===== src/design/kmm_pkg.sv =====
// Shared types, constants and helpers for the keyed min/max merge table.
// No dependencies; imported by kmm_merge_rule and keyed_min_max_merge_table.
`default_nettype none
package kmm_pkg;

   localparam int TABLE_DEPTH     = 64;
   localparam int SLOT_WIDTH      = $clog2(TABLE_DEPTH);
   localparam int TOTAL_WIDTH     = 7;
   localparam int KEY_WIDTH       = 64;
   localparam int SCORE_WIDTH     = 32;
   localparam int MODE_WIDTH      = 8;
   localparam int CSR_INDEX_WIDTH = 2;

   localparam logic [CSR_INDEX_WIDTH-1:0] CSR_MIN_MODE = 2'd0;
   localparam logic [CSR_INDEX_WIDTH-1:0] CSR_MAX_MODE = 2'd1;

   localparam logic [MODE_WIDTH-1:0] MIN_MODE_RESET = 8'd5;
   localparam logic [MODE_WIDTH-1:0] MAX_MODE_RESET = 8'd7;

   typedef enum logic [1:0] {
      FUNC_MERGE = 2'd0,
      FUNC_POP   = 2'd1,
      FUNC_CLEAR = 2'd2,
      FUNC_NOP   = 2'd3
   } func_type;

   typedef enum logic [2:0] {
      STATUS_IMPROVED  = 3'd0,
      STATUS_UNCHANGED = 3'd1,
      STATUS_APPENDED  = 3'd2,
      STATUS_FULL      = 3'd3,
      STATUS_POPPED    = 3'd4,
      STATUS_POP_EMPTY = 3'd5,
      STATUS_CLEARED   = 3'd6,
      STATUS_BAD_MODE  = 3'd7
   } status_type;

   typedef enum logic [1:0] {
      STATE_IDLE,
      STATE_SEARCH,
      STATE_POP,
      STATE_RESP
   } state_type;

   typedef struct packed {
      func_type                       func;
      logic [KEY_WIDTH-1:0]           key;
      logic signed [SCORE_WIDTH-1:0]  score;
      logic [MODE_WIDTH-1:0]          mode;
   } req_type;

   typedef struct packed {
      status_type                     status;
      logic [KEY_WIDTH-1:0]           entry_key;
      logic signed [SCORE_WIDTH-1:0]  entry_score;
      logic [MODE_WIDTH-1:0]          entry_mode;
      logic [TOTAL_WIDTH-1:0]         entry_total;
   } rsp_type;

   typedef struct packed {
      logic [KEY_WIDTH-1:0]           key;
      logic signed [SCORE_WIDTH-1:0]  score;
      logic [MODE_WIDTH-1:0]          mode;
   } entry_type;

   typedef struct packed {
      status_type status;
      logic       replace;
   } merge_result_type;

   // ring slot addition, both operands below TABLE_DEPTH
   function automatic logic [SLOT_WIDTH-1:0] slot_add(input logic [SLOT_WIDTH-1:0] base,
                                                      input logic [SLOT_WIDTH-1:0] off);
      logic [SLOT_WIDTH:0] sum;
      sum = {1'b0, base} + {1'b0, off};
      if (sum >= (SLOT_WIDTH+1)'(TABLE_DEPTH)) begin
         sum = sum - (SLOT_WIDTH+1)'(TABLE_DEPTH);
      end
      return sum[SLOT_WIDTH-1:0];
   endfunction

endpackage
`default_nettype wire


===== src/design/kmm_merge_rule.sv =====
// Min/max keep rule for a merge hit: signed compare and status select.
// Depends on kmm_pkg.
`default_nettype none
module kmm_merge_rule (
   input  wire logic [kmm_pkg::MODE_WIDTH-1:0]         mode,
   input  wire logic [kmm_pkg::MODE_WIDTH-1:0]         min_code,
   input  wire logic [kmm_pkg::MODE_WIDTH-1:0]         max_code,
   input  wire logic signed [kmm_pkg::SCORE_WIDTH-1:0] offered,
   input  wire logic signed [kmm_pkg::SCORE_WIDTH-1:0] stored,
   output kmm_pkg::merge_result_type                   result
);
   import kmm_pkg::*;

   logic lower;
   logic higher;

   assign lower  = offered < stored;
   assign higher = stored < offered;

   // min code checked first so it wins when both codes match
   always_comb begin
      result.replace = 1'b0;
      result.status  = STATUS_BAD_MODE;
      if (mode == min_code) begin
         result.replace = lower;
         result.status  = lower ? STATUS_IMPROVED : STATUS_UNCHANGED;
      end else if (mode == max_code) begin
         result.replace = higher;
         result.status  = higher ? STATUS_IMPROVED : STATUS_UNCHANGED;
      end
   end

endmodule
`default_nettype wire


===== config.mk =====
export PLATFORM = sky130hd
export DESIGN_NAME = kmm_merge_rule
export DESIGN_NICKNAME = d
export VERILOG_FILES = /design/src/design/kmm_pkg.sv /design/src/design/kmm_merge_rule.sv
export SDC_FILE = /design/constraint.sdc
export NUM_CORES = 1
export LEC_CHECK = 0
export ABC_AREA = 0
export ABC_CLOCK_PERIOD_IN_PS = 2700
export BUFFER_PORTS_ARGS = -buffer_cell sky130_fd_sc_hd__buf_2
export CAP_MARGIN = 30
export CELL_PAD_IN_SITES_DETAIL_PLACEMENT = 0
export CELL_PAD_IN_SITES_GLOBAL_PLACEMENT = 1
export CORE_MARGIN = 3
export CORE_UTILIZATION = 26
export DETAILED_ROUTE_END_ITERATION = 8
export PLACE_DENSITY = 0.94
export SYNTH_ARGS = -nofsm -noshare
export SYNTH_HDL_FRONTEND = slang
export SYNTH_SLANG_ARGS = --single-unit

===== constraint.sdc =====
create_clock -name vclk -period 2.7
set_clock_uncertainty 0.05 [all_clocks]
set_input_delay 0.405 -clock vclk [all_inputs]
set_output_delay 0.405 -clock vclk [all_outputs]
set_load 0.01 [all_outputs]

**Word level (Yosys, flattened, before mapping)**

Cells that the tools add are included.

- Output and inout bits: 4
- Logic and storage cells: 8
- Register bits after elaboration: 0
- Input bits: 88

- Eq/ne operators: 2
- Mux-type cells: 4
- Order comparisons: 2

Operator list:

| cell | count |
|---|---|
| 32-bit < comparator | 2 |
| 8-bit == test | 2 |
| 4-bit two-way mux | 2 |
| 1-bit two-way mux | 2 |

**Longest topological paths before layout**

- Word-level depth: 4
- Mapped depth: 8

**Worst setup path before layout**

Ideal clock, no wire load.

- Kind: in2out
- Start point: input port offered[19] in the netlist's numbering
- End point: output port result[1] in the netlist's numbering
- Arrival: 2.010 ns
- Setup slack: 0.235 ns
- Stages: 8
- Cells stage by stage: inv_1 > ha_1 > a21oi_2 > o21ai_1 > a221o_1 > a2111oi_4 > a22o_2 > and2_1

RTL lines:

| item | line | RTL |
|---|---|---|
| from (decl) | kmm_merge_rule.sv:8 | `input wire logic signed [kmm_pkg::SCORE_WIDTH-1:0] offered,` |
| to (decl) | kmm_merge_rule.sv:10 | `output kmm_pkg::merge_result_type result` |

==> flow_summary.json <==
{
  "peakVddDrop_v": 0.0000445,
  "die_x_um": 70.1,
  "routabilityCongestion": 0.819,
  "antenna_found_initial": 0,
  "synth_top_family_by_area": "adder cells",
  "drc": 0,
  "cp-startpoint": "offered[20]",
  "numPortBuffers": 92,
  "critPathSlowestCell": "a221o_1",
  "wl_met3_um": 236,
  "arrival_ps": 2160,
  "synth_top_cell_by_area": "ha_1",
  "synthTopCellsByCount": "inv_1 (33), ha_1 (32), a21oi_1 (11)",
  "ff_latch_area_um2": 0,
  "drive_above_1_share_pct": 48.5,
  "avgSynthCellArea_um2": 7.41,
  "power.density_mw_per_mm2": 129,
  "nNetsFinal": 359,
  "yosys.area_share.adder_pct": 37.5,
  "worst_slew_pin_slew_ps": 335,
  "dpl_cell_area_mm2": 0.00159,
  "crit_required_ps": 2250,
  "synthDominantCellAreaShare_pct": 37.5,
  "num_antenna_cells": 0,
  "die_y_um": 70.1,
  "crit_path_start_kind": "primary input",
  "cp_max_fo": 2,
  "synth_simple_gate_area_share_pct": 19.1,
  "end_kind": "output pin",
  "grt_pass1_vias": 1199,
  "area_growth_pct": 64.6,
  "slew_violations": 0,
  "io_pins": 92,
  "crit_type": "in2out",
  "worst_path_largest_cell_delay_ps": 390,
  "grt_usage_pct": 10.2,
  "synth_area_leaders": "ha_1 (38%), inv_1 (12%), xnor2_1 (6.6%)",
  "syn-instance-count": 144,
  "topRoutingLayerUsed": "met3",
  "grt_start_max_net_pins": 6,
  "period_share_pct": 96.8,
  "synth.yosys.seq_area_share_pct": 0,
  "slew_headroom_pct": 77.5,
  "min_from": "max_code[7]",
  "max_freq_ghz": 0.383,
  "muxShareOfSynthArea_pct": 0,
  "n_clock_buffer": 0,
  "ys.warnings.count": 0,
  "dpl.hpwl_mm": 2.59,
  "worstHoldPathType": "in2out",
  "vias": 1284,
  "drt_wl_total_mm": 2.92,
  "start_util_pct": 28.1,
  "std_cell_rows": 22,
  "mappedNetlistArea_mm2": 0.00107,
  "grt_pass1_wl_mm": 4.48,
  "setup_violations": 0,
  "ys_types": 28,
  "status": "finished, final reports clean",
  "vias_per_cell": 4.51,
  "postRouteAntennaNets": 0,
  "final_cell_area_mm2": 0.00176,
  "syn_nets": 264,
  "wl_met2_mm": 1.39,
  "drt_iter0_drc": 17,
  "coreArea_mm2": 0.00380,
  "die_area_mm2": 0.00491,
  "first_pass_iters": 4,
  "final_core_util_pct": 46.2,
  "crit_chain": "buf_6 > inv_2 > ha_4 > nand4_1 > inv_1 > a221o_1 > a2111oi_4 > a22o_2 > and2_1 > buf_2",
  "fin_crit_ps": 2610,
  "cts_hold_buf": 0,
  "p_leak_nw": 0.994,
  "worstHoldPathCells": 6,
  "overflow": 0,
  "yosys.cell_count.top_type": "inv_1",
  "maxCapViolCount": 0,
  "synth-xor-area-share_pct": 13.1,
  "timing.final.hold_violations": 0,
  "met1_length_mm": 1.29,
  "routedWlPerCell_um": 10.3,
  "seq_cell_count": 0,
  "synth-compound-area-share_pct": 17.9
}
-- routing by layer --
metal  track usage [%]  vias to the layer above
met1              14.2                      534
met2              18.2                       62
met3             0.719                        0
li1                  -                      688
met4                 0                        0
met5                 0                        -
-- repair_timing --
| action | in CTS | in global routing |
|---|---|---|
| cloned | 0 | 0 |
| buffers inserted | 0 | 1 |
| endpoints found under the setup margin | 1 | 2 |
| pin swaps | 2 | 13 |
| gates resized for setup | 1 | 26 |
| endpoints found under the hold margin | 0 | 0 |
-- per-stage QoR --
stage / setup WS [ps] / hold slack (ps) / total power, mW / instances / TNS [ps]
final: 86.8 / 1300 / 0.227 / 285 / 0
after global routing: -8.44 / 1390 / 0.261 / 285 / -8.44
after CTS: 3.15 / 1320 / 0.203 / 284 / 0
after detailed placement: -37.2 / 1320 / 0.201 / 284 / -37.2
after global placement: -68.2 / 1310 / 0.199 / 284 / -68.2
after floorplan: 235 / 1100 / 0.110 / 144 / 0
-- worst paths after layout --
path / end / slack, ps
min: result[3] / 1300
max: result[1] / 90
-- layout by cell type (no fill, tap or decap) --
cell and instances:
a22o_2 1, ha_1 25, buf_2 85, xnor2_1 8, buf_4 2, o211ai_1 2, o31ai_2 1, nand4_1 8
a2111oi_4 1, nor2_1 4, a211oi_1 1, inv_1 27, xor2_1 8, buf_6 7, a21oi_1 10, nor2b_1 2
nor4_4 1, o21ai_1 1, inv_2 5, a221o_1 2, nand2_1 6, and4_1 1, and3b_1 1, o21ai_0 1
nor4_2 1, a21o_1 3, ha_4 7, a21oi_2 2, a21boi_2 1, nand2b_1 1, inv_4 1, nand3_1 6
and2_1 3, nor4_1 2
-- logic make-up (layout without fill, tap and decap cells) --
kind of cell | Yosys count | in the layout
buffers and inverters | 34 | 127
AO/OA/AOI/OAI | 26 | 26
AND/OR/NAND/NOR | 36 | 36
XOR/XNOR | 16 | 16
adder cells (fa/ha/maj) | 32 | 32
-- layout make-up --
class,instances,area [um2]
fill,381,2040
inverter,33,126
multi-input combinational,110,1050
tap,48,60.1
timing repair buffer,94,519
-- power breakdown --
| group | switching [mW] | internal (mW) |
|---|---|---|
| logic | 0.100 | 0.127 |
| registers | 0 | 0 |
| clock network | 0 | 0 |
| total | 0.100 | 0.127 |
-- worst max-delay path: cells and delay by family --
family / cells / cell delay [ps]
buffers and inverters: 4 / 320
AO/OA/AOI/OAI: 3 / 960
adder cells (fa/ha/maj): 1 / 190
AND/OR/NAND/NOR: 2 / 280
(Power assumes the default switching activity.)
